## config.mk

```make
export PLATFORM = sky130hd
export DESIGN_NAME = vec3g_isqrt
export DESIGN_NICKNAME = d
export VERILOG_FILES = /design/src/vec3g_pkg.sv /design/src/vec3g_isqrt.sv
export SDC_FILE = /design/constraint.sdc
export NUM_CORES = 2
export LEC_CHECK = 0
export BUFFER_PORTS_ARGS = -buffer_cell sky130_fd_sc_hd__buf_4
export CORE_ASPECT_RATIO = 0.6
export CORE_MARGIN = 1.5
export CORE_UTILIZATION = 50
export CTS_CLUSTER_SIZE = 14
export DETAILED_ROUTE_END_ITERATION = 6
export GPL_TIMING_DRIVEN = 0
export PLACE_DENSITY = 0.65
export SYNTH_ARGS = -nofsm -noshare
export SYNTH_HDL_FRONTEND = slang
export SYNTH_MEMORY_MAX_BITS = 65536
export SYNTH_SLANG_ARGS = --single-unit
```

## constraint.sdc

```tcl
create_clock -name clock -period 4.85 [get_ports clock]
set_input_delay 0.97 -clock clock [delete_from_list [all_inputs] [get_ports clock]]
set_output_delay 0.97 -clock clock [all_outputs]
set_load 0.02 [all_outputs]
```

## src/vec3g_pkg.sv

```systemverilog
// Shared types, op codes and saturation helpers for the vec3 geometry unit.
// No dependencies; the lane, square-root, divider and top-level files import this package.
`timescale 1ns / 1ps
package vec3g_pkg;

   typedef logic signed [31:0] q_type;
   typedef logic signed [63:0] prod_type;
   typedef logic signed [65:0] wide_type;

   localparam logic [2:0] OP_DOT       = 3'd0;
   localparam logic [2:0] OP_CROSS     = 3'd1;
   localparam logic [2:0] OP_LENGTH    = 3'd2;
   localparam logic [2:0] OP_NORMALIZE = 3'd3;
   localparam logic [2:0] OP_REFLECT   = 3'd4;
   localparam logic [2:0] OP_REFRACT   = 3'd5;

   localparam q_type Q_MAX = 32'sh7FFFFFFF;
   localparam q_type Q_MIN = 32'sh80000000;

   typedef struct packed {
      logic [2:0]         op;
      logic signed [31:0] a_x;
      logic signed [31:0] a_y;
      logic signed [31:0] a_z;
      logic signed [31:0] b_x;
      logic signed [31:0] b_y;
      logic signed [31:0] b_z;
      logic signed [31:0] eta;
   } req_type;

   typedef struct packed {
      logic signed [31:0] res_x;
      logic signed [31:0] res_y;
      logic signed [31:0] res_z;
      logic signed [31:0] res_scalar;
      logic               total_reflection;
      logic               div_by_zero;
      logic               saturated;
   } rsp_type;

   // Per-request context carried down the long part of the pipeline.
   typedef struct packed {
      logic [2:0]        op;
      logic [2:0][31:0]  a;
      logic [2:0][31:0]  b;
      logic [31:0]       eta;
      logic [2:0][63:0]  fea;
      logic [2:0][63:0]  cb;
      logic [63:0]       fed;
      logic [31:0]       c;
      logic [2:0][31:0]  r;
      logic [31:0]       scalar;
      logic              tir;
      logic              dz;
      logic              sat;
   } ctx_type;

   function automatic wide_type sx32(input logic [31:0] v);
      return wide_type'($signed(v));
   endfunction

   function automatic wide_type sx64(input logic [63:0] v);
      return wide_type'($signed(v));
   endfunction

   function automatic prod_type mul32(input logic [31:0] x, input logic [31:0] y);
      return prod_type'($signed(x)) * prod_type'($signed(y));
   endfunction

   function automatic q_type clamp_q(input wide_type v);
      if (v > sx32(Q_MAX)) return Q_MAX;
      if (v < sx32(Q_MIN)) return Q_MIN;
      return q_type'(v);
   endfunction

   function automatic logic clamp_hit(input wide_type v);
      return (v > sx32(Q_MAX)) || (v < sx32(Q_MIN));
   endfunction

endpackage

```

## src/vec3g_isqrt.sv

```systemverilog
// Pipelined integer floor square root of a 64-bit value, one result bit per stage.
// Depends on vec3g_pkg; carries a side record alongside each request.
`timescale 1ns / 1ps
module vec3g_isqrt import vec3g_pkg::*; #(
   parameter type side_type = logic
) (
   input  logic        clock,
   input  logic        reset,
   input  logic        en,
   input  logic        in_valid,
   input  logic [63:0] radicand,
   input  side_type    side_in,
   output logic        out_valid,
   output logic [31:0] root,
   output side_type    side_out
);

   localparam int STAGES = 32;

   logic [63:0] rem_ff  [STAGES];
   logic [63:0] r_ff    [STAGES];
   side_type    side_ff [STAGES];
   logic        valid_ff[STAGES];

   for (genvar t = 0; t < STAGES; t++) begin : g_stage
      localparam logic [63:0] BIT = 64'd1 << (62 - 2 * t);
      logic [63:0] rem_cur, r_cur, rem_in, r_in;
      side_type    side_cur;
      logic        valid_cur;

      if (t == 0) begin : g_first
         assign rem_cur   = radicand;
         assign r_cur     = '0;
         assign side_cur  = side_in;
         assign valid_cur = in_valid;
      end else begin : g_next
         assign rem_cur   = rem_ff[t-1];
         assign r_cur     = r_ff[t-1];
         assign side_cur  = side_ff[t-1];
         assign valid_cur = valid_ff[t-1];
      end

      always_comb begin
         if (rem_cur >= r_cur + BIT) begin
            rem_in = rem_cur - (r_cur + BIT);
            r_in   = (r_cur >> 1) + BIT;
         end else begin
            rem_in = rem_cur;
            r_in   = r_cur >> 1;
         end
      end

      always_ff @(posedge clock) begin
         if (reset) begin
            valid_ff[t] <= 1'b0;
         end else if (en) begin
            valid_ff[t] <= valid_cur;
         end
      end

      always_ff @(posedge clock) begin
         if (en) begin
            rem_ff[t]  <= rem_in;
            r_ff[t]    <= r_in;
            side_ff[t] <= side_cur;
         end
      end
   end

   assign out_valid = valid_ff[STAGES-1];
   assign root      = r_ff[STAGES-1][31:0];
   assign side_out  = side_ff[STAGES-1];

endmodule

```

==> impl_metrics.yaml <==
run_status:
  outcome: "finished, violations left"
  violations: "design-rule violations, max-capacitance violations, max-slew violations"
setup_path:
  crit-reg2reg-launch: "rem_ff[27][9]$_DFFE_PP_"
  path_class: "flop to flop"
  regToRegEndpoint: "rem_ff[28][30]$_DFFE_PP_"
  cp-end-kind: "flop"
  start_kind: "flop"
  crit_arrival_ns: 5.36
  rrSetupSlack_ns: 0.09
  required_ns: 5.45
  crit_fanout: 10
  ff2ff_path_depth: 12
yosys:
  async_flop_share_pct: 0
  synth_area_leaders: "edfxtp_1 63%, ha_1 5.7%, xnor2_1 3.3%"
  syn-cell-area_um2: 123000
  syn-num-nets: 10400
  seq_area_frac_synth_pct: 62.9
  syn_area_per_cell_um2: 12.6
  ys_ff_latch: 2576
  synthCells: 9758
  synth.top_cell.area_share_pct: 62.9
  yosysTopAreaCell: "edfxtp_1"
  synth_top_flop_cell: "edfxtp_1"
  synth_enable_flop_cells: 2576
  synth.distinct_cells: 93
  yosysWarningCount: 0
global_routing:
  use_met1_pct: 51.6
  grt_overflow: 0
  busiest_layer: "met1"
  antenna_found_initial: 37
  grtUsageTotal_pct: 28.4
  grt_pass1_wl_um: 522000
  grt_max_degree: 195
  gr-usage-met3_pct: 11.0
  grt_use_met2_pct: 29.6
  first_global_vias: 75100
sta:
  layout_setup_ws_ns: 0.0937
  hold_violations: 0
  max_slew_margin_pct: -6.99
  rsz0062_at_grt: "true"
  setup_violations: 0
  fin_crit_ns: 4.76
  holdWs_ns: 0.224
  slew_violations: 4
  clock.fmax_ghz: 0.210
  fin_crit_sh_pct: 98.1
  skew_ns: 0.0883
  worstMarginPinSlew_ns: 1.59
pwr:
  p_leak_nw: 50.7
  internal_power_mw: 44.4
  sw_frac_of_total_pct: 31.7
  pwr-share-comb_pct: 23.2
  seqPwrFrac_pct: 47.8
  ir_drop_mv: 0.343
  p_clk_share_pct: 28.9
  switchingPower_mw: 20.6
  power_density_nw_per_um2: 478
  power_mw: 65.0
routing:
  drc: 2
  routed_wl_um: 361000
  vias: 83000
  drtAntennaViolNets: 0
  routed_via_density: 6.11
  wl_per_cell_um: 26.6
  first_iter_violations: 12300
  dr.pass1.iters: 7
hold_path:
  hp-class: "input port to flop"
  hold_path_end: "rem_ff[0][37]$_DFFE_PP_"
  holdPathStages: 1
  min_from: "radicand[37]"
clock_tree:
  clock-sinks: 2576
  cts_hold_buffers: 0
  cts_buffers: 244
  cts_tree: "built"
  clkLatencyLatePin_ns: 0.94
  h-tree-depth: 4
  path_clk_slew_ns: 0.06
  cts_root_buf: "clkbuf_16"
  clk_path_buf_depth: 4
floorplan:
  dieArea_um2: 249000
  fp.dieH_um: 387
  coreArea_um2: 243000
  boundaryPins: 103
  rows: 140
  initial_core_util_pct: 50.5
  die_w_um: 643
finish:
  fillers: 20000
  fin_area_um2: 136000
  drive_above_1_share_pct: 6.59
  nNetsFinal: 10800
  area_growth_pct: 10.8
run:
  drv_cap: 2
placed_design:
  hpwl_um: 279000
  portBuffers: 102
  place_area_um2: 128000
  globalplace.congestion: 0.966
  dp_slack_ns: -1.26
==> worst max-delay path by stage <==
stage,start,to,slack (ns),depth (start not counted)
after global placement,en,valid_ff[13]$_DFFE_PP_,-19.96,2
final,rem_ff[27][9]$_DFFE_PP_,rem_ff[28][30]$_DFFE_PP_,0.09,12
after floorplan,rem_ff[25][34]$_DFFE_PP_,rem_ff[26][54]$_DFFE_PP_,1.45,12
after detailed placement,r_ff[23][29]$_DFFE_PP_,rem_ff[24][36]$_DFFE_PP_,-1.26,14
after CTS,r_ff[27][32]$_DFFE_PP_,rem_ff[28][19]$_DFFE_PP_,0.03,13
after global routing,rem_ff[20][53]$_DFFE_PP_,rem_ff[21][42]$_DFFE_PP_,-0.13,10
==> final cells by class <==
class | instances | area (µm²) | share of cell area [%]
inverters | 693 | 2600 | 1.91
plain buffers | 192 | 764 | 0.561
multi-input cells | 6296 | 42500 | 31.2
clock buffers | 285 | 6300 | 4.63
well taps | 3266 | 4090 | 3.00
flip-flops and latches | 2576 | 77400 | 56.8
clock inverters | 131 | 1280 | 0.940
diodes | 8 | 20.0 | 0.0147
repair buffers | 131 | 1300 | 0.957
==> per-stage QoR <==
| stage | std cells | utilization (%) | setup TNS, ns |
|---|---|---|---|
| CTS | 13600 | 55.8 | 0 |
| global route | 13600 | 55.9 | -0.359 |
| detailed placement | 13100 | 52.7 | -310.43 |
| global placement | 13100 | 52.5 | - |
| finish | 13600 | 55.9 | 0 |
| floorplan | 9758 | - | 0 |
==> Yosys cell counts (14+ instances only) <==
library cell  instances
buf_1                17
nand2b_1            111
edfxtp_1           2576
and2_1               57
nor4b_1              45
xnor2_1             457
o21ai_0             425
nor4_1              350
a2111oi_0            14
and3_1               52
or4_1                64
nor3b_1              26
a211o_1              15
mux2_2               85
clkbuf_1            161
a21oi_1             686
nand2_1             587
a21o_1              210
a211oi_1             51
nor2b_1              63
o211ai_1             45
ha_1                558
nor2_1              668
nor3_1              263
nand3_1             168
buf_2                14
o21a_1               85
nand4b_1             16
or3_1               114
and4_1               23
o21bai_1             57
inv_1               689
nand4_1             162
nand3b_1             32
o31ai_1              34
or2_2                36
a31oi_1              56
xor2_1              437
o2111ai_1            16
a21boi_0             19
==> cells in the final DEF (no fill, tap or decap), drive strengths merged, types with 93 or more instances in the layout <==
cell type,netlist,routed
clkbuf,161,445
nand3,169,169
nand2,590,590
nor2,668,668
nor3,263,263
xor2,437,437
inv,692,696
nor4,351,351
o21ai,430,430
buf,32,161
a21oi,687,687
ha,558,558
edfxtp,2576,2576
xnor2,457,457
or3,114,114
nand2b,112,112
clkinv,1,93
a21o,210,210
nand4,162,162
==> power by group through the flow <==
stage | sequential, mW | clock [mW] | combinational (mW)
3_5_place_dp | 31.3 | 0 | 14.5
4_1_cts | 30.9 | 19.2 | 14.6
2_1_floorplan | 29.9 | 0 | 10.1
5_1_grt | 31.3 | 20.0 | 16.4
6_report | 31.1 | 18.8 | 15.1
3_3_place_gp | 32.3 | 0 | 14.3
==> repair_timing <==
action                                  in CTS  in global routing
pin swaps                                    3                  4
gates cloned                                 0                  1
resized for setup                           16                 32
endpoints found under the setup margin     142                401
setup buffers                                1                  7
==> kinds of logic (layout without fill, tap and decap cells) <==
kind of cell,count (synthesis),after routing,synth area share (%)
and+or+nand+nor,2893,2893,12.2
DFF,2576,2576,62.9
AOI/OAI and AO/OA,1858,1858,9.27
xor gates and xnor gates,894,894,6.37
buffers and inverters,886,1432,2.73
adders and majority gates,558,558,5.68
muxes,93,93,0.844
other,0,8,0
==> layer usage <==
metal	share of wire [%]	vias up
li1	-	37300
met1	52	41000
met2	32	4305
met3	15	339
met4	1.2	16
met5	0.023	-
==> critical path: stages (launching register included) <==
cell	delay (ns)
edfxtp_1	0.44
ha_1	0.42
and4b_1	0.24
a2111oi_0	0.57
o211ai_1	0.25
a21oi_1	0.40
o21ai_1	0.35
a21oi_4	0.50
inv_1	0.23
buf_2	0.33
clkbuf_2	0.36
nor2_1	0.27
a21oi_1	0.10
==> registers in the layout, indices dropped and copies added (netlist names) <==
register and flops:
rem_ff 1984, valid_ff 32, side_ff 32, r_ff 528
Power figures use the tool's default switching activity.
